**src/design/heat_stencil_step_macros.svh**
```systemverilog
// Assertion macros shared by the heat stencil step modules.
// Depends on nothing; included by the modules that carry checks.
`ifndef HEAT_STENCIL_STEP_MACROS_SVH
`define HEAT_STENCIL_STEP_MACROS_SVH

// Same-cycle implication, disabled while reset is held.
`define HSS_ASSERT_IMP(label, clk, rstn, ante, cons, msg) \
    label: assert property (@(posedge clk) disable iff (!(rstn)) (ante) |-> (cons)) \
        else $error(msg);

// Next-cycle implication, disabled while reset is held.
`define HSS_ASSERT_NEXT(label, clk, rstn, ante, cons, msg) \
    label: assert property (@(posedge clk) disable iff (!(rstn)) (ante) |=> (cons)) \
        else $error(msg);

`endif

```
**src/design/hss_pkg.sv**
```systemverilog
// Package for the heat stencil step: sizes, register indexes, configuration
// record and the command set between controller and datapath. No dependencies.
package hss_pkg;

    localparam int SEGMENT_POINTS = 1024;
    localparam int IDX_W          = $clog2(SEGMENT_POINTS + 5);
    localparam int CFG_IDX_W      = 3;
    localparam int DIV_STEPS      = 14;     // 56-bit dividend, four bits a cycle
    localparam int HORNER_TERMS   = 10;
    localparam int SQUARINGS      = 4;
    localparam logic [3:0] DIFF_DIVISOR = 4'd12;

    typedef enum logic [CFG_IDX_W-1:0] {
        CFG_DIFFUSION_GAIN = 3'd0,
        CFG_SOURCE_GAIN    = 3'd1,
        CFG_TIME_STEP      = 3'd2,
        CFG_GRID_SPACING   = 3'd3,
        CFG_SEGMENT_START  = 3'd4,
        CFG_LEFT_BOUNDARY  = 3'd5,
        CFG_RIGHT_BOUNDARY = 3'd6,
        CFG_SEGMENT_ENDS   = 3'd7
    } cfg_index_t;

    typedef struct packed {
        logic [30:0]        diffusion_gain;
        logic [30:0]        source_gain;
        logic [30:0]        time_step;
        logic [30:0]        grid_spacing;
        logic signed [31:0] segment_start;
        logic signed [31:0] left_boundary;
        logic signed [31:0] right_boundary;
        logic [1:0]         segment_ends;
    } cfg_t;

    typedef enum logic [4:0] {
        OP_NONE,
        OP_LOAD,
        OP_PREP,
        OP_MUL_GLO,
        OP_MUL_GHI,
        OP_DIV_DIFF,
        OP_TAKE_DIFF,
        OP_MUL_AD,
        OP_TAKE_X,
        OP_MUL_YR,
        OP_DIV_HORNER,
        OP_TAKE_R,
        OP_MUL_RR,
        OP_TAKE_SQ,
        OP_TAKE_EX,
        OP_MUL_SRC,
        OP_TAKE_SRC,
        OP_TAKE_RHS,
        OP_MUL_DT,
        OP_FINISH
    } dp_op_t;

    typedef struct packed {
        dp_op_t     op;
        logic       first_sample;
        logic       sub_left;
        logic       sub_right;
        logic       force_left;
        logic       force_right;
        logic [3:0] divisor;
    } dp_cmd_t;

    typedef struct packed {
        logic div_busy;
    } dp_status_t;

endpackage

```
**src/design/hss_datapath.sv**
```systemverilog
// Datapath of the heat stencil step: sample window, shared multiplier,
// small-constant divider and the result registers. Uses hss_pkg and the macros.
`include "heat_stencil_step_macros.svh"

module hss_datapath (
    input  logic                aclk,
    input  logic                aresetn,
    input  hss_pkg::cfg_t       cfg,
    input  logic signed [31:0]  s_temperature,
    input  hss_pkg::dp_cmd_t    cmd,
    output hss_pkg::dp_status_t status,
    output logic signed [31:0]  out_new_temperature,
    output logic signed [31:0]  out_source_value
);
    import hss_pkg::*;

    localparam logic signed [55:0] MAX_W = 56'sh0000007FFFFFFF;
    localparam logic signed [55:0] MIN_W = 56'shFFFFFF80000000;

    function automatic logic signed [31:0] sat32(input logic signed [55:0] v);
        logic signed [31:0] r;
        if (v > MAX_W) begin
            r = 32'sh7FFFFFFF;
        end else if (v < MIN_W) begin
            r = 32'sh80000000;
        end else begin
            r = v[31:0];
        end
        return r;
    endfunction

    logic signed [31:0] win_reg [4];
    logic signed [31:0] sim_time_reg, pos_reg;
    logic signed [31:0] center_reg;
    logic               lap_neg_reg;
    logic [37:0]        al_reg;
    logic [17:0]        ad_reg;
    logic               far_reg;
    logic [63:0]        prod_reg;
    logic [53:0]        m_reg;
    logic signed [54:0] diff_reg;
    logic [29:0]        y_reg;
    logic [30:0]        r_reg;
    logic [16:0]        ex_reg;
    logic signed [31:0] src_reg;
    logic               rhs_neg_reg;
    logic [31:0]        ar_reg;
    logic signed [31:0] out_nt_reg, out_src_reg;
    logic [55:0]        div_q_reg;
    logic [3:0]         div_rem_reg, div_d_reg;
    logic [3:0]         div_cnt_reg;

    // Sample after boundary substitution and the five-point Laplacian.
    logic signed [31:0] t_eff;
    logic signed [38:0] lap;
    assign t_eff = cmd.sub_right ? cfg.right_boundary :
                   cmd.sub_left  ? cfg.left_boundary  : s_temperature;
    assign lap = (39'(win_reg[1]) <<< 4) + (39'(win_reg[3]) <<< 4)
               - 39'(win_reg[0]) - 39'(t_eff)
               - (39'(win_reg[2]) <<< 5) + (39'(win_reg[2]) <<< 1);

    logic signed [32:0] pos_diff;
    logic [32:0]        adist;
    assign pos_diff = 33'(pos_reg) - 33'(sim_time_reg);
    assign adist    = pos_diff[32] ? 33'(-pos_diff) : 33'(pos_diff);

    // Shared multiplier operand selection.
    logic [31:0] mul_a, mul_b;
    logic [63:0] mul_p;
    always_comb begin
        mul_a = '0;
        mul_b = '0;
        case (cmd.op)
            OP_MUL_GLO: begin
                mul_a = {1'b0, cfg.diffusion_gain};
                mul_b = al_reg[31:0];
            end
            OP_MUL_GHI: begin
                mul_a = {1'b0, cfg.diffusion_gain};
                mul_b = {26'd0, al_reg[37:32]};
            end
            OP_MUL_AD: begin
                mul_a = {14'd0, ad_reg};
                mul_b = {14'd0, ad_reg};
            end
            OP_MUL_YR: begin
                mul_a = {2'd0, y_reg};
                mul_b = {1'b0, r_reg};
            end
            OP_MUL_RR: begin
                mul_a = {1'b0, r_reg};
                mul_b = {1'b0, r_reg};
            end
            OP_MUL_SRC: begin
                mul_a = {1'b0, cfg.source_gain};
                mul_b = {15'd0, ex_reg};
            end
            OP_MUL_DT: begin
                mul_a = {1'b0, cfg.time_step};
                mul_b = ar_reg;
            end
            default: begin
                mul_a = '0;
                mul_b = '0;
            end
        endcase
    end
    assign mul_p = mul_a * mul_b;

    // Divider by a small constant, four restoring steps a cycle.
    logic [55:0] div_q_step;
    logic [3:0]  div_rem_step;
    always_comb begin
        logic [4:0] t;
        div_q_step   = div_q_reg;
        div_rem_step = div_rem_reg;
        for (int i = 0; i < 4; i++) begin
            t          = {div_rem_step, div_q_step[55]};
            div_q_step = {div_q_step[54:0], 1'b0};
            if (t >= {1'b0, div_d_reg}) begin
                div_rem_step  = 4'(t - {1'b0, div_d_reg});
                div_q_step[0] = 1'b1;
            end else begin
                div_rem_step = t[3:0];
            end
        end
    end

    logic div_start;
    logic [55:0] div_dividend;
    assign div_start = (cmd.op == OP_DIV_DIFF) || (cmd.op == OP_DIV_HORNER);
    assign div_dividend = (cmd.op == OP_DIV_DIFF)
                        ? 56'(m_reg) + (56'(prod_reg[37:0]) << 16) + 56'd6
                        : 56'(prod_reg[60:30]);

    // Intermediate values for the later steps.
    logic [20:0]        x_val;
    logic [31:0]        sq_sum;
    logic [31:0]        ex_sum;
    logic [47:0]        src_sum;
    logic signed [55:0] rhs_sum;
    logic signed [31:0] rhs_val;
    logic [62:0]        dl_sum;
    logic signed [55:0] delta;
    logic signed [31:0] nt_val;
    assign x_val   = 21'((prod_reg[36:0] + 37'd32768) >> 16);
    assign sq_sum  = 32'((prod_reg[61:0] + 62'd536870912) >> 30);
    assign ex_sum  = (32'(r_reg) + 32'd8192) >> 14;
    assign src_sum = prod_reg[47:0] + 48'd32768;
    assign rhs_sum = 56'(diff_reg) + 56'(src_reg);
    assign rhs_val = sat32(rhs_sum);
    assign dl_sum  = (prod_reg[62:0] + 63'd32768) >> 16;
    assign delta   = rhs_neg_reg ? -$signed({8'd0, dl_sum[47:0]})
                                 : $signed({8'd0, dl_sum[47:0]});
    assign nt_val  = sat32(56'(center_reg) + delta);

    // Model state and divider count: cleared by reset.
    always_ff @(posedge aclk) begin
        if (!aresetn) begin
            for (int i = 0; i < 4; i++) begin
                win_reg[i] <= '0;
            end
            sim_time_reg <= '0;
            pos_reg      <= '0;
            div_cnt_reg  <= '0;
        end else begin
            if (cmd.op == OP_LOAD) begin
                if (cmd.first_sample) begin
                    sim_time_reg <= sat32(56'(sim_time_reg) + 56'(cfg.time_step));
                    pos_reg      <= cfg.segment_start;
                end
                win_reg[0] <= win_reg[1];
                win_reg[1] <= win_reg[2];
                win_reg[2] <= win_reg[3];
                win_reg[3] <= t_eff;
            end
            if (cmd.op == OP_FINISH) begin
                pos_reg <= sat32(56'(pos_reg) + 56'(cfg.grid_spacing));
            end
            if (div_start) begin
                div_cnt_reg <= 4'(DIV_STEPS);
            end else if (div_cnt_reg != 4'd0) begin
                div_cnt_reg <= div_cnt_reg - 4'd1;
            end
        end
    end

    // Working registers.
    always_ff @(posedge aclk) begin
        if (div_start) begin
            div_q_reg   <= div_dividend;
            div_rem_reg <= '0;
            div_d_reg   <= cmd.divisor;
        end else if (div_cnt_reg != 4'd0) begin
            div_q_reg   <= div_q_step;
            div_rem_reg <= div_rem_step;
        end
        if (mul_a != 32'd0 || mul_b != 32'd0 || cmd.op == OP_MUL_GLO
                || cmd.op == OP_MUL_GHI || cmd.op == OP_MUL_AD || cmd.op == OP_MUL_YR
                || cmd.op == OP_MUL_RR || cmd.op == OP_MUL_SRC || cmd.op == OP_MUL_DT) begin
            prod_reg <= mul_p;
        end
        case (cmd.op)
            OP_LOAD: begin
                center_reg  <= win_reg[2];
                lap_neg_reg <= lap[38];
                al_reg      <= lap[38] ? 38'(-lap) : 38'(lap);
            end
            OP_PREP: begin
                ad_reg  <= adist[17:0];
                far_reg <= (adist[32:18] != '0);
            end
            OP_MUL_GHI: begin
                m_reg <= {6'd0, prod_reg[63:16]};
            end
            OP_TAKE_DIFF: begin
                diff_reg <= lap_neg_reg ? -$signed({1'b0, div_q_reg[53:0]})
                                        : $signed({1'b0, div_q_reg[53:0]});
            end
            OP_TAKE_X: begin
                y_reg <= {x_val[19:0], 10'd0};
                r_reg <= 31'h40000000;
            end
            OP_TAKE_R: begin
                r_reg <= 31'h40000000 - div_q_reg[30:0];
            end
            OP_TAKE_SQ: begin
                r_reg <= sq_sum[30:0];
            end
            OP_TAKE_EX: begin
                ex_reg <= far_reg ? 17'd0 : ex_sum[16:0];
            end
            OP_TAKE_SRC: begin
                src_reg <= src_sum[47] ? 32'sh7FFFFFFF : $signed(src_sum[47:16]);
            end
            OP_TAKE_RHS: begin
                rhs_neg_reg <= rhs_val[31];
                ar_reg      <= rhs_val[31] ? 32'(-33'(rhs_val)) : 32'(rhs_val);
            end
            OP_FINISH: begin
                out_src_reg <= src_reg;
                if (cmd.force_right) begin
                    out_nt_reg <= cfg.right_boundary;
                end else if (cmd.force_left) begin
                    out_nt_reg <= cfg.left_boundary;
                end else begin
                    out_nt_reg <= nt_val;
                end
            end
            default: begin
            end
        endcase
    end

    assign status.div_busy     = (div_cnt_reg != 4'd0);
    assign out_new_temperature = out_nt_reg;
    assign out_source_value    = out_src_reg;

    `HSS_ASSERT_IMP(a_div_idle_on_start, aclk, aresetn, div_start, div_cnt_reg == 4'd0, "divider restarted while busy")

endmodule

```
**config.mk**
```make
export PLATFORM = sky130hd
export DESIGN_NAME = hss_datapath
export DESIGN_NICKNAME = d
export VERILOG_FILES = /design/src/design/hss_pkg.sv /design/src/design/hss_datapath.sv
export VERILOG_INCLUDE_DIRS = /design/src /design/src/design
export SDC_FILE = /design/constraint.sdc
export NUM_CORES = 2
export LEC_CHECK = 0
export ABC_AREA = 1
export ABC_CLOCK_PERIOD_IN_PS = 20400
export BUFFER_PORTS_ARGS = -buffer_cell sky130_fd_sc_hd__clkbuf_2
export CORE_MARGIN = 5
export CORE_UTILIZATION = 55
export CTS_CLUSTER_SIZE = 40
export DETAILED_ROUTE_END_ITERATION = 10
export PLACE_DENSITY_LB_ADDON = 0.08
export SLEW_MARGIN = 20
export SYNTH_ARGS = -nofsm -noshare
export SYNTH_HDL_FRONTEND = slang
export SYNTH_SLANG_ARGS = --single-unit
```
**constraint.sdc**
```tcl
create_clock -name aclk -period 20.4 [get_ports aclk]
set_input_delay 4.08 -clock aclk [delete_from_list [all_inputs] [get_ports aclk]]
set_output_delay 4.08 -clock aclk [all_outputs]
set_load 0.005 [all_outputs]
```
==> summary.md <==
| Metric | Value |
|---|---|
| Die Ht | `412 um` |
| Yosys top cell area share | `between 20% and 30%` |
| R2r endpoint | `prod_reg[60]` |
| CTS Hold Bufs | `0` |
| First-pass GRT wire length | `roughly 480 mm` |
| Initial antenna violation count | `34` |
| Clk_lat worst skew | `around 770 ps` |
| Net switching power | `between 2000 and 3000 uW` |
| Most instantiated cells after synthesis | `2606 x nand2_1, 2437 x inv_1, 1132 x nor2_1, 1012 x fa_1, 640 x edfxtp_1` |
| Critical path startpoint category | `input pin` |
| Syn Inst Count | `11400` |
| R2r setup slk | `10330 ps` |
| CTS buffer count | `85` |
| Crit path kind | `in2reg` |
| Yosys reg bits | `about 700` |
| Most numerous cell in the Yosys netlist | `nand2_1` |
| Final #Nets | `approximately 13000` |
| Routed length per instance | `23.1 um` |
| Hold path startpoint | `prod_reg[63]` |
| Detail-routed via count per cell | `around 5.7` |
| Hold slack | `approximately 440 ps` |
| Peak Freq | `~69 MHz` |
| Fin Clk Skew | `slightly below 90 ps` |
| Post-Syn Area | `88900 um2` |
| Final ANT Viol Nets | `0` |
| Drt first pass iters | `7` |
| EDFF count, synth | `between 600 and 700` |
| Max Cap Viol | `0` |
| Async S/R FF share, synth | `0%` |
| Max VDD drop | `0.000136 V` |
| Die ar. | `170000 um2` |
| Reg power frac | `around 29%` |
| Area delta synth->final | `8.36%` |
| CTS tree | `built` |
| Leak Pwr | `between 0.04 and 0.05 uW` |
| Critical path's slowest cell | `and3_1` |
| Hold Path Depth | `0` |
| Logic pwr share | `a little under half` |
| Warnings, synthesis | `0` |
| Synth area leaders | `fa_1 23%, edfxtp_1 22%, nand2_1 11%` |
| Top cell by count, worst path | `inv_1` |
| Period Utilization, post-route | `between 70% and 80%` |
| RSZ-0062 raised after global routing | `no` |
| Worst-margin pin slew | `around 1100 ps` |
| Clock Power Share | `roughly a quarter` |
| Clock slew at reported path FFs | `approximately 60 ps` |
| Worst path arrival time | `between 10000 and 15000 ps` |
| Placer Congestion | `between 1 and 1.5` |
| Clock sinks | `a little over 700` |
| Area leader, netlist | `fa_1` |
| Row Count | `147` |
| Die W | `between 400 and 500 um` |
| Largest net degree at the start of global routing | `between 80 and 90` |
| Worst hold path class | `reg2reg` |
| CP max FO | `between 50 and 60` |
| Final Setup Violations | `0` |
| Largest register FFs | `around 130` |
| Internal power | `approximately 3600 uW` |
| Period minus WS final | `14540 ps` |
| FF-to-FF Start | `ad_reg[11]` |
| Fill count | `around 15000` |
| Post-CTS Setup Repair Bufs | `0` |
| Setup TNS | `0 ps` |
| Grt ovf | `0` |
| Clock root buffer | `clkbuf_16` |
| Slew headroom | `between 20% and 30%` |
| WHS Endpoint | `m_reg[47]` |
| WL final | `about 320 mm` |
| PortBufs | `roughly 330` |
| Total vias in the final route | `78800` |
| Post-cts sizing count | `0` |
| Starting DRT DRC Count | `about 8300` |
| Critical Path RT | `around 21000 ps` |
| GRT Total Usage | `37.5%` |
| Share of layout cells above drive strength 1 | `under 10%` |
| Avg Synthesized Cell Area | `roughly 7.8 um2` |
| Top-level I/O count | `335` |
| Unique cell type count in the Yosys netlist | `73` |
| Core region area | `about 160000 um2` |
| Seq/Total Area, Yosys | `between 20% and 30%` |
| Final hold vios | `0` |
| Post-DP HPWL | `about 260 mm` |
| Critical path's largest stage delay | `approximately 860 ps` |
| Net Sw Frac | `between 40% and 50%` |
| Primary FF master, synth | `edfxtp_1` |
| H-tree levels | `3` |
| Status | `finished clean` |
| Post-synth net total | `~13000` |
| DRC | `0` |
| Crit path capture type | `register` |
| FF-to-FF path depth | `35` |
| Starting Density | `55.3%` |
| Slew Limit Fails | `0` |
| Power Dens Cells | `about 66 nW/um2` |
| Vias in the first global route | `about 80000` |
| Max clock buf depth | `3` |
## power groups by stage
stage,Combinational (uW),Clock (uW),Sequential [uW]
3_5_place_dp,2820,0,1890
6_report,2880,1630,1860
3_3_place_gp,2770,0,1890
4_1_cts,2830,1650,1860
2_1_floorplan,1970,0,1850
5_1_grt,3200,1710,1860
## cells by family after synthesis
logic type      after synthesis  share of synthesized area, %
flops                       712                          23.2
compound gates             1456                          9.48
other cells                   1                       0.00422
fa+ha+maj                  1554                          30.4
xor+xnor                    479                          4.76
simple gates               4420                          20.3
buf+inv                    2788                          11.8
## final cells by class
class                   instances  area (um2)  share of cell area [%]
inverters                    2464        9250                    9.60
diodes                         14        35.0                  0.0364
well taps                    2160        2700                    2.80
multi-input cells            7910       58000                    60.2
flip-flops and latches        712       20700                    21.4
clock inverters                60         790                   0.819
clock buffers                  96        2170                    2.25
repair buffers                476        2760                    2.86
## placed cells by master, fill, tap and decap left out, types with 24 or more instances in the layout
cell	Yosys	final
nand2_1	2606	2604
inv_1	2437	2437
nor2_1	1132	1122
fa_1	1012	1012
edfxtp_1	640	640
a21oi_1	575	573
ha_1	542	542
o21ai_0	434	429
xor2_1	331	331
clkbuf_2	2	330
nand3_1	292	292
xnor2_1	145	145
buf_4	2	144
nor3_1	105	102
nand4_1	101	101
clkbuf_16	0	85
o211ai_1	77	77
a31oi_1	72	72
dfxtp_1	72	72
o21a_1	38	38
a22o_1	35	35
nor4_1	39	33
o22ai_1	32	31
nand2_2	27	28
a21o_1	27	27
o21bai_1	26	24
## worst max path at each step
stage                        from      endpoint  slack (ps)  cells after the start
after floorplan            cmd[9]  prod_reg[60]        5670                     41
after global placement    cmd[11]  prod_reg[60]        5440                     42
after detailed placement  cmd[11]  prod_reg[60]        5340                     42
after CTS                 cmd[11]  prod_reg[60]        6050                     42
after global routing      cmd[11]  prod_reg[56]        5400                     41
final                     cmd[11]  prod_reg[60]        5860                     42
## metrics by stage
step	worst slack [ps]	util, %	area, um2	total power [uW]	instances
floorplan	5670	-	88900	3810	11400
global placement	5440	58.1	93300	4660	13700
detailed placement	5340	58.1	93300	4710	13700
CTS	6050	59.9	96300	6340	13900
global route	5400	59.9	96300	6770	13900
finish	5860	59.9	96400	6370	13900
## critical path, delay by kind of cell
kind / cells / cell delay, ps
xor gates and xnor gates: 1 / 140
adders and majority gates: 9 / 4520
AOI/OAI and AO/OA: 9 / 2140
buffers and inverters: 15 / 2130
and+or+nand+nor: 8 / 1850
## routing by layer
layer	vias up	part of all wire, %	wire, um	track usage [%]
met2	3760	45	145000	59.4
met5	-	0.045	144	0
met4	22	4.5	14400	13.9
met3	703	11	34000	8.84
li1	36000	-	-	-
met1	38300	40	127000	50.4
(Power assumes the default switching activity.)
