==> src/design/heat_stencil_step_macros.svh <==
// Assertion macros shared by the heat stencil step modules.
// Depends on nothing; included by the modules that carry checks.
`ifndef HEAT_STENCIL_STEP_MACROS_SVH
`define HEAT_STENCIL_STEP_MACROS_SVH

// Same-cycle implication, disabled while reset is held.
`define HSS_ASSERT_IMP(label, clk, rstn, ante, cons, msg) \
    label: assert property (@(posedge clk) disable iff (!(rstn)) (ante) |-> (cons)) \
        else $error(msg);

// Next-cycle implication, disabled while reset is held.
`define HSS_ASSERT_NEXT(label, clk, rstn, ante, cons, msg) \
    label: assert property (@(posedge clk) disable iff (!(rstn)) (ante) |=> (cons)) \
        else $error(msg);

`endif

==> src/design/hss_pkg.sv <==
// Package for the heat stencil step: sizes, register indexes, configuration
// record and the command set between controller and datapath. No dependencies.
package hss_pkg;

    localparam int SEGMENT_POINTS = 1024;
    localparam int IDX_W          = $clog2(SEGMENT_POINTS + 5);
    localparam int CFG_IDX_W      = 3;
    localparam int DIV_STEPS      = 14;     // 56-bit dividend, four bits a cycle
    localparam int HORNER_TERMS   = 10;
    localparam int SQUARINGS      = 4;
    localparam logic [3:0] DIFF_DIVISOR = 4'd12;

    typedef enum logic [CFG_IDX_W-1:0] {
        CFG_DIFFUSION_GAIN = 3'd0,
        CFG_SOURCE_GAIN    = 3'd1,
        CFG_TIME_STEP      = 3'd2,
        CFG_GRID_SPACING   = 3'd3,
        CFG_SEGMENT_START  = 3'd4,
        CFG_LEFT_BOUNDARY  = 3'd5,
        CFG_RIGHT_BOUNDARY = 3'd6,
        CFG_SEGMENT_ENDS   = 3'd7
    } cfg_index_t;

    typedef struct packed {
        logic [30:0]        diffusion_gain;
        logic [30:0]        source_gain;
        logic [30:0]        time_step;
        logic [30:0]        grid_spacing;
        logic signed [31:0] segment_start;
        logic signed [31:0] left_boundary;
        logic signed [31:0] right_boundary;
        logic [1:0]         segment_ends;
    } cfg_t;

    typedef enum logic [4:0] {
        OP_NONE,
        OP_LOAD,
        OP_PREP,
        OP_MUL_GLO,
        OP_MUL_GHI,
        OP_DIV_DIFF,
        OP_TAKE_DIFF,
        OP_MUL_AD,
        OP_TAKE_X,
        OP_MUL_YR,
        OP_DIV_HORNER,
        OP_TAKE_R,
        OP_MUL_RR,
        OP_TAKE_SQ,
        OP_TAKE_EX,
        OP_MUL_SRC,
        OP_TAKE_SRC,
        OP_TAKE_RHS,
        OP_MUL_DT,
        OP_FINISH
    } dp_op_t;

    typedef struct packed {
        dp_op_t     op;
        logic       first_sample;
        logic       sub_left;
        logic       sub_right;
        logic       force_left;
        logic       force_right;
        logic [3:0] divisor;
    } dp_cmd_t;

    typedef struct packed {
        logic div_busy;
    } dp_status_t;

endpackage

==> src/design/hss_controller.sv <==
// Controller of the heat stencil step: sample counter, step sequencer and
// output handshake. Uses hss_pkg and the assertion macros.
`include "heat_stencil_step_macros.svh"

module hss_controller (
    input  logic                aclk,
    input  logic                aresetn,
    input  logic [1:0]          segment_ends,
    input  logic                s_tvalid,
    input  logic                s_tlast,
    output logic                s_tready,
    output logic                m_tvalid,
    input  logic                m_tready,
    output logic                m_tlast,
    output hss_pkg::dp_cmd_t    cmd,
    input  hss_pkg::dp_status_t status
);
    import hss_pkg::*;

    localparam logic [IDX_W-1:0] IDX_FIRST_RES = IDX_W'(4);
    localparam logic [IDX_W-1:0] IDX_LAST_RES  = IDX_W'(SEGMENT_POINTS + 3);
    localparam logic [IDX_W-1:0] IDX_RIGHT     = IDX_W'(SEGMENT_POINTS + 1);
    localparam logic [IDX_W-1:0] IDX_SAT       = IDX_W'(SEGMENT_POINTS + 4);
    localparam logic [IDX_W-1:0] IDX_LEFT_MAX  = IDX_W'(2);

    typedef enum logic [4:0] {
        S_IDLE, S_PREP, S_MUL_GLO, S_MUL_GHI, S_DIV_DIFF, S_WAIT_DIFF, S_TAKE_DIFF,
        S_MUL_AD, S_TAKE_X, S_MUL_YR, S_DIV_H, S_WAIT_H, S_TAKE_R, S_MUL_RR,
        S_TAKE_SQ, S_TAKE_EX, S_MUL_SRC, S_TAKE_SRC, S_TAKE_RHS, S_MUL_DT, S_FINISH
    } state_t;

    state_t           state_reg, state_next;
    logic [IDX_W-1:0] idx_reg, idx_next;
    logic [3:0]       hn_reg, hn_next;
    logic [1:0]       sq_reg, sq_next;
    logic             fl_reg, fl_next, fr_reg, fr_next, last_reg, last_next;
    logic             out_valid_reg, out_valid_next, out_last_reg, out_last_next;

    logic accept, do_res;
    assign s_tready = (state_reg == S_IDLE);
    assign accept   = s_tvalid && s_tready;
    assign do_res   = (idx_reg >= IDX_FIRST_RES) && (idx_reg <= IDX_LAST_RES);

    always_comb begin
        state_next     = state_reg;
        idx_next       = idx_reg;
        hn_next        = hn_reg;
        sq_next        = sq_reg;
        fl_next        = fl_reg;
        fr_next        = fr_reg;
        last_next      = last_reg;
        out_last_next  = out_last_reg;
        out_valid_next = out_valid_reg && !m_tready;

        cmd              = '0;
        cmd.op           = OP_NONE;
        cmd.first_sample = (idx_reg == '0);
        cmd.sub_left     = segment_ends[0] && (idx_reg <= IDX_LEFT_MAX);
        cmd.sub_right    = segment_ends[1] && (idx_reg >= IDX_RIGHT);
        cmd.force_left   = fl_reg;
        cmd.force_right  = fr_reg;
        cmd.divisor      = (state_reg == S_DIV_DIFF) ? DIFF_DIVISOR : hn_reg;

        case (state_reg)
            S_IDLE: begin
                if (accept) begin
                    cmd.op    = OP_LOAD;
                    fl_next   = segment_ends[0] && (idx_reg == IDX_FIRST_RES);
                    fr_next   = segment_ends[1] && (idx_reg == IDX_LAST_RES);
                    last_next = s_tlast || (idx_reg == IDX_LAST_RES);
                    if (s_tlast) begin
                        idx_next = '0;
                    end else if (idx_reg < IDX_SAT) begin
                        idx_next = idx_reg + IDX_W'(1);
                    end
                    if (do_res) begin
                        state_next = S_PREP;
                    end
                end
            end
            S_PREP: begin
                cmd.op     = OP_PREP;
                state_next = S_MUL_GLO;
            end
            S_MUL_GLO: begin
                cmd.op     = OP_MUL_GLO;
                state_next = S_MUL_GHI;
            end
            S_MUL_GHI: begin
                cmd.op     = OP_MUL_GHI;
                state_next = S_DIV_DIFF;
            end
            S_DIV_DIFF: begin
                cmd.op     = OP_DIV_DIFF;
                state_next = S_WAIT_DIFF;
            end
            S_WAIT_DIFF: begin
                if (!status.div_busy) begin
                    state_next = S_TAKE_DIFF;
                end
            end
            S_TAKE_DIFF: begin
                cmd.op     = OP_TAKE_DIFF;
                state_next = S_MUL_AD;
            end
            S_MUL_AD: begin
                cmd.op     = OP_MUL_AD;
                state_next = S_TAKE_X;
            end
            S_TAKE_X: begin
                cmd.op     = OP_TAKE_X;
                hn_next    = 4'(HORNER_TERMS);
                state_next = S_MUL_YR;
            end
            S_MUL_YR: begin
                cmd.op     = OP_MUL_YR;
                state_next = S_DIV_H;
            end
            S_DIV_H: begin
                cmd.op     = OP_DIV_HORNER;
                state_next = S_WAIT_H;
            end
            S_WAIT_H: begin
                if (!status.div_busy) begin
                    state_next = S_TAKE_R;
                end
            end
            S_TAKE_R: begin
                cmd.op  = OP_TAKE_R;
                hn_next = hn_reg - 4'd1;
                if (hn_reg == 4'd1) begin
                    sq_next    = '0;
                    state_next = S_MUL_RR;
                end else begin
                    state_next = S_MUL_YR;
                end
            end
            S_MUL_RR: begin
                cmd.op     = OP_MUL_RR;
                state_next = S_TAKE_SQ;
            end
            S_TAKE_SQ: begin
                cmd.op  = OP_TAKE_SQ;
                sq_next = sq_reg + 2'd1;
                if (sq_reg == 2'(SQUARINGS - 1)) begin
                    state_next = S_TAKE_EX;
                end else begin
                    state_next = S_MUL_RR;
                end
            end
            S_TAKE_EX: begin
                cmd.op     = OP_TAKE_EX;
                state_next = S_MUL_SRC;
            end
            S_MUL_SRC: begin
                cmd.op     = OP_MUL_SRC;
                state_next = S_TAKE_SRC;
            end
            S_TAKE_SRC: begin
                cmd.op     = OP_TAKE_SRC;
                state_next = S_TAKE_RHS;
            end
            S_TAKE_RHS: begin
                cmd.op     = OP_TAKE_RHS;
                state_next = S_MUL_DT;
            end
            S_MUL_DT: begin
                cmd.op     = OP_MUL_DT;
                state_next = S_FINISH;
            end
            S_FINISH: begin
                if (!out_valid_reg || m_tready) begin
                    cmd.op         = OP_FINISH;
                    out_valid_next = 1'b1;
                    out_last_next  = last_reg;
                    state_next     = S_IDLE;
                end
            end
            default: begin
                state_next = S_IDLE;
            end
        endcase
    end

    always_ff @(posedge aclk) begin
        if (!aresetn) begin
            state_reg     <= S_IDLE;
            idx_reg       <= '0;
            hn_reg        <= '0;
            sq_reg        <= '0;
            fl_reg        <= 1'b0;
            fr_reg        <= 1'b0;
            last_reg      <= 1'b0;
            out_valid_reg <= 1'b0;
            out_last_reg  <= 1'b0;
        end else begin
            state_reg     <= state_next;
            idx_reg       <= idx_next;
            hn_reg        <= hn_next;
            sq_reg        <= sq_next;
            fl_reg        <= fl_next;
            fr_reg        <= fr_next;
            last_reg      <= last_next;
            out_valid_reg <= out_valid_next;
            out_last_reg  <= out_last_next;
        end
    end

    assign m_tvalid = out_valid_reg;
    assign m_tlast  = out_last_reg;

    `HSS_ASSERT_IMP(a_finish_has_room, aclk, aresetn, cmd.op == OP_FINISH, !out_valid_reg || m_tready, "result overwrote a pending transfer")
    `HSS_ASSERT_IMP(a_index_saturates, aclk, aresetn, 1'b1, idx_reg <= IDX_SAT, "sample counter beyond saturation")
    `HSS_ASSERT_NEXT(a_no_result_idle, aclk, aresetn, accept && !do_res, state_reg == S_IDLE && !$rose(m_tvalid), "sample without result started work")

endmodule

==> config.mk <==
export PLATFORM = sky130hd
export DESIGN_NAME = hss_controller
export DESIGN_NICKNAME = d
export VERILOG_FILES = /design/src/design/hss_pkg.sv /design/src/design/hss_controller.sv
export VERILOG_INCLUDE_DIRS = /design/src /design/src/design
export SDC_FILE = /design/constraint.sdc
export NUM_CORES = 1
export LEC_CHECK = 0
export ABC_CLOCK_PERIOD_IN_PS = 3500
export BUFFER_PORTS_ARGS = -buffer_cell sky130_fd_sc_hd__buf_2
export CORE_MARGIN = 3
export CORE_UTILIZATION = 49
export CTS_CLUSTER_SIZE = 25
export DETAILED_ROUTE_END_ITERATION = 10
export PLACE_DENSITY = 0.69
export SETUP_SLACK_MARGIN = 0.2
export SLEW_MARGIN = 20
export SYNTH_ARGS = -nofsm -noshare
export SYNTH_HDL_FRONTEND = slang
export SYNTH_SLANG_ARGS = --single-unit
==> constraint.sdc <==
create_clock -name aclk -period 3.5 [get_ports aclk]
set_input_delay 1.05 -clock aclk [delete_from_list [all_inputs] [get_ports aclk]]
set_output_delay 1.05 -clock aclk [all_outputs]
set_load 0.005 [all_outputs]
==> metrics.csv, run 1 <==
stage;metric;value;unit
floorplanning;core;3203;µm²
floorplanning;die_height;65.26;µm
clocking;clock_sinks;27;
synth;synth_top_area_cell;dfxtp_1;
worst_setup_path;rr_endpoint;idx_reg[1];
sta;setup_violations;0;
grt;grt_pass1_wl;7.093;mm
final_layout;fillerInstances;328;
final_layout;drive_above_1_share;0.1700;
worst_setup_path;reg2reg_setup_slack;1.36;ns
final_layout;final_common_cell;nor2_1;
sta;period_needed;3.120;ns
sta;rsz0062_at_grt;false;
synth;synthFlopType;dfxtp_1;
grt;antenna_found_initial;0;
sta;tns;0;ns
sta;finClkSkew;0.009243;ns
synth;synth_top_cell_area_share;0.3142;
grt;grt_pass1_vias;1473;
sta;worst_pin_slew;0.6970;ns
placement;dp_hpwl;2.982;mm
worst_setup_path;cp_max_fo;4;
synth;yosys_warnings;0;
detailed_routing;postRouteAntennaNets;0;
status;status;finished clean;
detailed_routing;drcViolationCount;0;
worst_setup_path;r2r-start;state_reg[0];
floorplanning;dieArea;4258;µm²
clocking;clk_latency;0.34;ns
detailed_routing;firstDrtPassIters;4;
worst_setup_path;worst_ep_arrival_time;2.07;ns
clocking;clk_pin_slew;0.17;ns
power;leakage;0.7402;nW
synth;synth_area;1720;µm²
worst_setup_path;worstPathRequired;2.45;ns
synth;yosysSeqAreaShare;0.3142;
synth;synth_cell_types;44;
final_layout;layout.nets;262;
sta;timing.fmax;320.5;MHz
hold_path;hold_path_class;register to register;
worst_setup_path;endpoint_kind;output port;
synth;synth_edf_count;0;
worst_setup_path;r2r_cells;5;
grt;grt_max_degree;21;
synth;ys_seq_elements;27;
hold_path;min_path_cells;2;
detailed_routing;dr_total_vias;1680;
placement;io_buffer_count;24;
detailed_routing;drtIter0Drc;233;
sta;fin_crit_sh;0.8916;
synth;ys_async_sr_fraction;0;
final_layout;diodes;0;
synth;synth_nets;245;
placement;gp_congestion;0.8541;
floorplanning;chipWidth;65.26;µm
synth;synth_area_leaders;dfxtp_1, nor2_1, xnor2_1;
detailed_routing;avgRoutedWirePerCell;14.11;µm
final_layout;syn_to_final_growth;9.818;%
grt;overflow;0;
power;peakVddDrop;184.2;µV
clocking;cts_max_level;1;
placement;place_inst;287;
synth;avgSynthCellArea;7.448;µm²
sta;relSlewSlack;0.5310;
clocking;cts_tree;yes;
grt;grt.total_usage;0.2066;
final_layout;final_cells;291;
sta;hold_viol;0;
job;max-cap-violations;0;
floorplanning;start_util;0.5371;
synth;synthesis.instances;231;
clocking;cts_buffer_depth;2;
final_layout;most-common-layout-cells;nor2_1, dfxtp_1, buf_2;
worst_setup_path;cp-start-kind;input pin;
detailed_routing;routed_wirelength;4.106;mm
final_layout;largest_reg_flops;11;
clocking;root_buffer;clkbuf_4;
hold_path;holdPathEnd;fl_reg;
worst_setup_path;timing_worst_setup_path_type;input pin to output port;
hold_path;holdCritStartpoint;fl_reg;
sta;maxSlewViolCount;0;
floorplanning;row_count;20;
clocking;holdBufCountCts;0;
power;power.density;264.8;nW/µm²
floorplanning;io_pins;25;
detailed_routing;via_per_inst;5.773;
clocking;cts_buffers;3;
worst_setup_path;cp-startpoint;m_tready;
[through the flow]
stage / utilization / total power, W / instance area, µm² / hold WS [ns] / setup WS, ns
floorplan: - / 0.0003432 / 1720 / 0.4323 / 0.7227
global placement: 0.5801 / 0.0003579 / 1858 / 0.4419 / 0.4261
detailed placement: 0.5801 / 0.0003585 / 1858 / 0.4446 / 0.4153
CTS: 0.5895 / 0.0005012 / 1888 / 0.4669 / 0.3667
global route: 0.5898 / 0.0005214 / 1889 / 0.5099 / 0.2631
finish: 0.5898 / 0.0005003 / 1889 / 0.4693 / 0.3795
[cell type report]
| type | count | area (µm²) | share of cell area |
|---|---|---|---|
| Clock buffer | 3 | 22.52 | 0.01192 |
| Sequential cell | 27 | 541.8 | 0.2868 |
| Inverter | 10 | 37.54 | 0.01987 |
| Clock inverter | 1 | 7.507 | 0.003974 |
| Timing Repair Buffer | 28 | 150.1 | 0.07947 |
| Tap cell | 44 | 55.05 | 0.02914 |
| Multi-Input combinational cell | 178 | 1075 | 0.5689 |
[worst max-delay path, cell delays in order]
cell	delay [ns]
buf_2	0.08
nand2b_1	0.17
nand2_1	0.11
a2111oi_0	0.47
buf_2	0.19
[Yosys cell counts (all sizes together), types with 2 or more instances]
| master | number |
|---|---|
| a211oi | 3 |
| a21o | 2 |
| a21oi | 15 |
| a311oi | 2 |
| buf | 4 |
| clkbuf | 12 |
| dfxtp | 27 |
| ha | 6 |
| inv | 10 |
| mux2i | 4 |
| nand2 | 22 |
| nand2b | 4 |
| nand3 | 10 |
| nand3b | 2 |
| nand4 | 5 |
| nor2 | 27 |
| nor2b | 4 |
| nor3 | 16 |
| nor3b | 2 |
| nor4 | 7 |
| o21ai | 15 |
| o32ai | 2 |
| or2 | 4 |
| xnor2 | 10 |
[timing repair]
item,CTS,global route
gates resized for setup,0,1
setup endpoints to repair,0,1
buffers inserted,0,0
[per-layer routing]
layer / share of wire / global-route usage / up-vias
met5: 0 / 0 / -
met4: 0.0078 / 0.05699 / 0
met3: 0.054 / 0.01709 / 4
met2: 0.43 / 0.2971 / 46
met1: 0.51 / 0.3239 / 781
li1: - / - / 849
[cell families (layout without fill, tap and decap cells)]
logic type,count (synthesis),count (layout),share of synthesized area
AND/OR/NAND/NOR,108,108,0.3200
AO/OA/AOI/OAI,50,50,0.1869
flip-flops,27,27,0.3142
buffers and inverters,26,42,0.06109
XOR/XNOR,10,10,0.05091
adder cells (fa/ha/maj),6,6,0.04364
multiplexers,4,4,0.02327
[power by group]
group	switching (W)	leakage [nW]	internal (W)
combinational	0.0000219	0.508	0.0000160
sequential	0.00000413	0.218	0.000310
clock	0.000104	0.0139	0.0000438
total	0.000130	0.740	0.000370
[how the worst max path moves through the flow]
stage                     endpoint  slack (ns)  cells after the start
after global placement     cmd[13]        0.43                      5
after CTS                  cmd[10]        0.37                      6
after global routing       cmd[13]        0.26                      5
after detailed placement   cmd[13]        0.42                      5
after floorplan            cmd[13]        0.72                      3
final                      cmd[13]        0.38                      5
(Power assumes the default switching activity.)
==> run 2, diff against run 1 <==
--- a/config.mk
+++ b/config.mk
@@ -6,7 +6,7 @@
 export SDC_FILE = /design/constraint.sdc
 export NUM_CORES = 1
 export LEC_CHECK = 0
-export ABC_CLOCK_PERIOD_IN_PS = 3500
+export ABC_CLOCK_PERIOD_IN_PS = 3600
 export BUFFER_PORTS_ARGS = -buffer_cell sky130_fd_sc_hd__buf_2
 export CORE_MARGIN = 3
 export CORE_UTILIZATION = 49
==> constraint.sdc (replaced) <==
create_clock -name aclk -period 3.6 [get_ports aclk]
set_input_delay 1.08 -clock aclk [delete_from_list [all_inputs] [get_ports aclk]]
set_output_delay 1.08 -clock aclk [all_outputs]
set_load 0.005 [all_outputs]
==> metrics.csv, run 2 (synthesized netlist as in run 1, its figures left out) <==
stage;metric;value;unit;change
placement;dp_hpwl;2.925;mm;was 2.982 mm
clocking;root_buffer;clkbuf_4;;unchanged
placement;io_buffer_count;24;;unchanged
sta;rsz0062_at_grt;false;;unchanged
floorplanning;row_count;20;;unchanged
grt;grt_pass1_wl;6.665;mm;was 7.093 mm
power;power.density;256.9;nW/µm²;was 264.8 nW/µm²
clocking;cts_tree;yes;;unchanged
worst_setup_path;crit_slowest_cell;a2111oi_0;;unchanged
grt;grt_max_degree;24;;was 21
detailed_routing;via_per_inst;5.767;;was 5.773
final_layout;syn_to_final_growth;8.436;%;was 9.818%
worst_setup_path;timing_worst_setup_path_type;input pin to output port;;unchanged
clocking;clk_pin_slew;0.15;ns;was 0.17 ns
detailed_routing;avgRoutedWirePerCell;14.00;µm;was 14.11 µm
grt;overflow;0;;unchanged
worst_setup_path;cp_max_fo;4;;unchanged
floorplanning;start_util;0.5371;;unchanged
sta;fin_crit_sh;0.9035;;
clocking;cts_buffers;3;;unchanged
final_layout;stdcell_area;1866;µm²;was 1889 µm²
floorplanning;dieArea;4258;µm²;unchanged
power;net-switching-power;0.0001205;W;was 0.0001304 W
sta;hold_viol;0;;unchanged
grt;grt.total_usage;0.1952;;was 0.2066
power;comb_power_share;0.074;;was 0.076
final_layout;drive_above_1_share;0.1557;;was 0.1700
clocking;clock_sinks;27;;unchanged
worst_setup_path;cpPeakStageDelay;0.55;ns;was 0.47 ns
final_layout;diodes;0;;unchanged
floorplanning;io_pins;25;;unchanged
power;clockPowerShare;0.288;;was 0.296
detailed_routing;postRouteAntennaNets;0;;unchanged
worst_setup_path;worst_ep_arrival_time;2.17;ns;was 2.07 ns
clocking;cts_setup_buffers;0;;unchanged
status;status;finished clean;;unchanged
sta;worst_pin_slew;0.7380;ns;was 0.6970 ns
clocking;post_cts_resized;0;;unchanged
floorplanning;die_height;65.26;µm;unchanged
power;peakVddDrop;278.8;µV;was 184.2 µV
detailed_routing;routed_wirelength;4.032;mm;was 4.106 mm
final_layout;layout.nets;259;;was 262
power;leakage;0.7240;nW;was 0.7402 nW
detailed_routing;firstDrtPassIters;4;;unchanged
power;internal_power;0.0003588;W;was 0.0003699 W
clocking;cts_buffer_depth;2;;unchanged
placement;postPlaceCellArea;1836;µm²;was 1858 µm²
sta;tns;0;ns;unchanged
sta;finClkSkew;0.009982;ns;was 0.009243 ns
worst_setup_path;cp_common_cell;buf_2;;unchanged
worst_setup_path;worst-path-buf-inv;2;;unchanged
placement;gp_congestion;0.8587;;was 0.8541
clocking;holdBufCountCts;0;;unchanged
worst_setup_path;endpoint_kind;output port;;unchanged
final_layout;final_cells;288;;was 291
worst_setup_path;path_cells;buf_2, nand2b_1, nand2_1, a2111oi_0, buf_2;;unchanged
floorplanning;core;3203;µm²;unchanged
final_layout;largest_reg_flops;11;;unchanged
detailed_routing;drcViolationCount;0;;unchanged
placement;place_inst;284;;was 287
final_layout;most-common-layout-cells;nor2_1, dfxtp_1, buf_2;;unchanged
detailed_routing;drtIter0Drc;137;;was 233
grt;antenna_found_initial;0;;unchanged
worst_setup_path;cp-start-kind;input pin;;unchanged
power;seq_power_share;0.638;;was 0.628
sta;setup_violations;0;;unchanged
floorplanning;chipWidth;65.26;µm;unchanged
clocking;clk_latency;0.34;ns;about the same
sta;timing.fmax;307.5;MHz;
worst_setup_path;worstPathRequired;2.52;ns;was 2.45 ns
final_layout;utilization;0.5824;;was 0.5898
job;max-cap-violations;0;;unchanged
grt;grt_pass1_vias;1376;;was 1473
power;swShare;0.2514;;was 0.2606
detailed_routing;dr_total_vias;1661;;was 1680
clocking;cts_max_level;1;;unchanged
sta;relSlewSlack;0.5073;;was 0.5310
sta;period_needed;3.252;ns;
worst_setup_path;cp_top_family;compound AO/OA/AOI/OAI gates;;unchanged
sta;maxSlewViolCount;0;;unchanged
hold_path;hold_path_class;register to register;;unchanged
==> run 2: changes by cell type in the layout (fill, tap and decap cells not counted), sizes merged <==
cell  delta
buf      -3
==> run 2: worst register-to-register path, delay by kind of cell, from the launching register on <==
| kind | cells | cell delay [ns] |
|---|---|---|
| and+or+nand+nor | 4 | 1.39 |
| DFF | 1 | 0.57 |
| xor gates and xnor gates | 1 | 0.16 |
==> run 2: power groups by stage <==
stage | Sequential (W) | Combinational [W] | Clock, W
floorplan | 0.000311 | 0.0000229 | 0
CTS | 0.000306 | 0.0000357 | 0.000144
detailed placement | 0.000312 | 0.0000356 | 0
global placement | 0.000312 | 0.0000352 | 0
finish | 0.000306 | 0.0000356 | 0.000138
global route | 0.000306 | 0.0000397 | 0.000152
==> run 2: per-stage QoR <==
step / worst slack, ns / hold slack [ns] / power (W)
2_1_floorplan: 0.7627 / 0.4323 / 0.0003337
5_1_grt: 0.2207 / 0.5020 / 0.0004978
3_5_place_dp: 0.4058 / 0.4474 / 0.0003475
3_3_place_gp: 0.4673 / 0.4416 / 0.0003471
6_report: 0.3475 / 0.4666 / 0.0004793
4_1_cts: 0.3953 / 0.4672 / 0.0004849
==> run 2: final cells by class <==
class                   instances  area (µm²)
clock inverters                 1       7.507
fillers                       331        1338
well taps                      44       55.05
repair buffers                 25       127.6
inverters                      10       37.54
clock buffers                   3       22.52
flip-flops and latches         27       540.5
multi-input cells             178        1075
==> run 2: final timing paths <==
kind                              startpoint          to  slack (ns)  cells after the start
worst max-delay path                m_tready     cmd[13]        0.35                      5
worst max register to register  state_reg[0]  idx_reg[8]        1.38                      5
worst min register to register        fr_reg      fr_reg        0.47                      2
worst min-delay path                  fr_reg      fr_reg        0.47                      2
==> run 2: layer usage <==
layer	vias to the layer above	global-route usage	wire [µm]
met5	-	0	0
met4	0	0.03886	27
met3	2	0.04103	200
met2	48	0.2781	1717
met1	768	0.2991	2086
li1	843	-	-
==> run 3, diff against run 2 <==
--- a/config.mk
+++ b/config.mk
@@ -6,7 +6,7 @@
 export SDC_FILE = /design/constraint.sdc
 export NUM_CORES = 1
 export LEC_CHECK = 0
-export ABC_CLOCK_PERIOD_IN_PS = 3600
+export ABC_CLOCK_PERIOD_IN_PS = 3800
 export BUFFER_PORTS_ARGS = -buffer_cell sky130_fd_sc_hd__buf_2
 export CORE_MARGIN = 3
 export CORE_UTILIZATION = 49
==> constraint.sdc (replaced) <==
create_clock -name aclk -period 3.8 [get_ports aclk]
set_input_delay 1.14 -clock aclk [delete_from_list [all_inputs] [get_ports aclk]]
set_output_delay 1.14 -clock aclk [all_outputs]
set_load 0.005 [all_outputs]
==> metrics.csv, run 3 (synthesized netlist as in run 1, its figures left out) <==
stage;metric;value;unit;change
clocking;cts_tree;yes;;unchanged
power;comb_power_share;0.074;;about the same
power;seq_power_share;0.636;;was 0.638
floorplanning;row_count;20;;unchanged
clocking;root_buffer;clkbuf_4;;unchanged
worst_setup_path;worst_ep_arrival_time;2.17;ns;about the same
floorplanning;chipWidth;65.26;µm;unchanged
power;power.density;244.1;nW/µm²;was 256.9 nW/µm²
sta;period_needed;3.311;ns;
grt;grt_pass1_vias;1418;;was 1376
placement;place_inst;284;;unchanged
clocking;cts_buffers;3;;unchanged
power;clockPowerShare;0.291;;was 0.288
floorplanning;core;3203;µm²;unchanged
detailed_routing;firstDrtPassIters;4;;unchanged
grt;grt.total_usage;0.2039;;was 0.1952
clocking;post_cts_resized;0;;unchanged
power;power;0.0004553;W;was 0.0004793 W
sta;relSlewSlack;0.4951;;was 0.5073
detailed_routing;drtIter0Drc;172;;was 137
worst_setup_path;r2r_cells;5;;unchanged
sta;timing.fmax;302.1;MHz;
sta;tns;0;ns;unchanged
sta;finClkSkew;0.007575;ns;was 0.009982 ns
detailed_routing;dr_total_vias;1671;;was 1661
sta;setup_violations;0;;unchanged
worst_setup_path;cp-start-kind;input pin;;unchanged
final_layout;diodes;0;;unchanged
status;status;finished clean;;unchanged
final_layout;largest_reg_flops;11;;unchanged
sta;maxSlewViolCount;0;;unchanged
clocking;clk_pin_slew;0.16;ns;was 0.15 ns
clocking;clock_sinks;27;;unchanged
job;max-cap-violations;0;;unchanged
sta;worst_pin_slew;0.7504;ns;was 0.7380 ns
detailed_routing;avgRoutedWirePerCell;14.05;µm;was 14.00 µm
hold_path;hold_path_class;register to register;;unchanged
final_layout;layout.nets;259;;unchanged
clocking;cts_buffer_depth;2;;unchanged
placement;dp_hpwl;2.917;mm;was 2.925 mm
detailed_routing;postRouteAntennaNets;0;;unchanged
placement;gp_congestion;0.8735;;was 0.8587
floorplanning;dieArea;4258;µm²;unchanged
final_layout;drive_above_1_share;0.1557;;unchanged
worst_setup_path;worstPathRequired;2.66;ns;was 2.52 ns
sta;fin_crit_sh;0.8712;;
final_layout;syn_to_final_growth;8.436;%;unchanged
floorplanning;die_height;65.26;µm;unchanged
worst_setup_path;timing_worst_setup_path_type;input pin to output port;;unchanged
grt;grt_pass1_wl;6.900;mm;was 6.665 mm
power;leakage;0.7240;nW;unchanged
placement;post-place-ws;0.4917;ns;was 0.4058 ns
floorplanning;start_util;0.5371;;unchanged
worst_setup_path;rr_endpoint;idx_reg[8];;unchanged
final_layout;final_cells;288;;unchanged
power;peakVddDrop;154.9;µV;was 278.8 µV
clocking;holdBufCountCts;0;;unchanged
grt;overflow;0;;unchanged
floorplanning;io_pins;25;;unchanged
detailed_routing;via_per_inst;5.802;;was 5.767
grt;grt_max_degree;24;;unchanged
sta;hold_viol;0;;unchanged
clocking;clk_latency;0.33;ns;was 0.34 ns
power;swShare;0.2536;;was 0.2514
power;net-switching-power;0.0001155;W;was 0.0001205 W
detailed_routing;routed_wirelength;4.045;mm;was 4.032 mm
detailed_routing;drcViolationCount;0;;unchanged
worst_setup_path;endpoint_kind;output port;;unchanged
worst_setup_path;r2r-start;state_reg[0];;unchanged
worst_setup_path;cp-startpoint;m_tready;;unchanged
sta;worst_slack;0.4895;ns;was 0.3475 ns
clocking;cts_max_level;1;;unchanged
grt;antenna_found_initial;0;;unchanged
worst_setup_path;cp_max_fo;4;;unchanged
clocking;cts_setup_buffers;0;;unchanged
power;internal_power;0.0003399;W;was 0.0003588 W
worst_setup_path;reg2reg_setup_slack;1.56;ns;was 1.38 ns
sta;rsz0062_at_grt;false;;unchanged
worst_setup_path;crit_end;cmd[13];;unchanged
placement;io_buffer_count;24;;unchanged
final_layout;most-common-layout-cells;nor2_1, dfxtp_1, buf_2;;unchanged
==> run 3: cell counts in the layout (fill, tap and decap cells not counted) <==
No cell type changed its count.
==> run 3: metrics by stage <==
| step | hold slack (ns) | utilization | cell area, µm² |
|---|---|---|---|
| detailed placement | 0.4435 | 0.5730 | 1836 |
| CTS | 0.4657 | 0.5824 | 1866 |
| floorplan | 0.4323 | - | 1720 |
| global placement | 0.4417 | 0.5730 | 1836 |
| finish | 0.4659 | 0.5824 | 1866 |
| global route | 0.5006 | 0.5824 | 1866 |
==> run 3: routing by layer <==
metal,GRT usage,share of wire,vias to the layer above
li1,-,-,843
met1,0.3172,0.51,752
met2,0.2895,0.43,74
met3,0.02735,0.057,2
met4,0.05440,0.0067,0
met5,0,0,-
==> run 3: final cells by class <==
class	instances	area (µm²)
repair buffers	25	127.6
multi-input cells	178	1075
fillers	332	1338
clock inverters	1	7.507
inverters	10	37.54
flip-flops and latches	27	540.5
well taps	44	55.05
clock buffers	3	22.52
==> run 3: worst max-delay path: stages <==
cell	delay [ns]
buf_2	0.09
nand2b_1	0.16
nand2_1	0.10
a2111oi_0	0.49
buf_2	0.20
==> run 3: how the worst min path moves through the flow <==
stage	from	endpoint	slack, ns	cells after the start
finish	fl_reg	fl_reg	0.47	2
CTS	fl_reg	fl_reg	0.47	2
detailed placement	fl_reg	fl_reg	0.44	2
floorplan	fr_reg	fr_reg	0.43	2
global placement	fr_reg	fr_reg	0.44	2
global route	fl_reg	fl_reg	0.50	2
==> run 3: power groups by stage <==
| stage | combinational [W] | clock [W] | sequential (W) |
|---|---|---|---|
| final | 0.0000336 | 0.000132 | 0.000289 |
| after global routing | 0.0000373 | 0.000148 | 0.000290 |
| after CTS | 0.0000336 | 0.000137 | 0.000289 |
| after detailed placement | 0.0000336 | 0 | 0.000295 |
| after global placement | 0.0000333 | 0 | 0.000295 |
| after floorplan | 0.0000217 | 0 | 0.000294 |
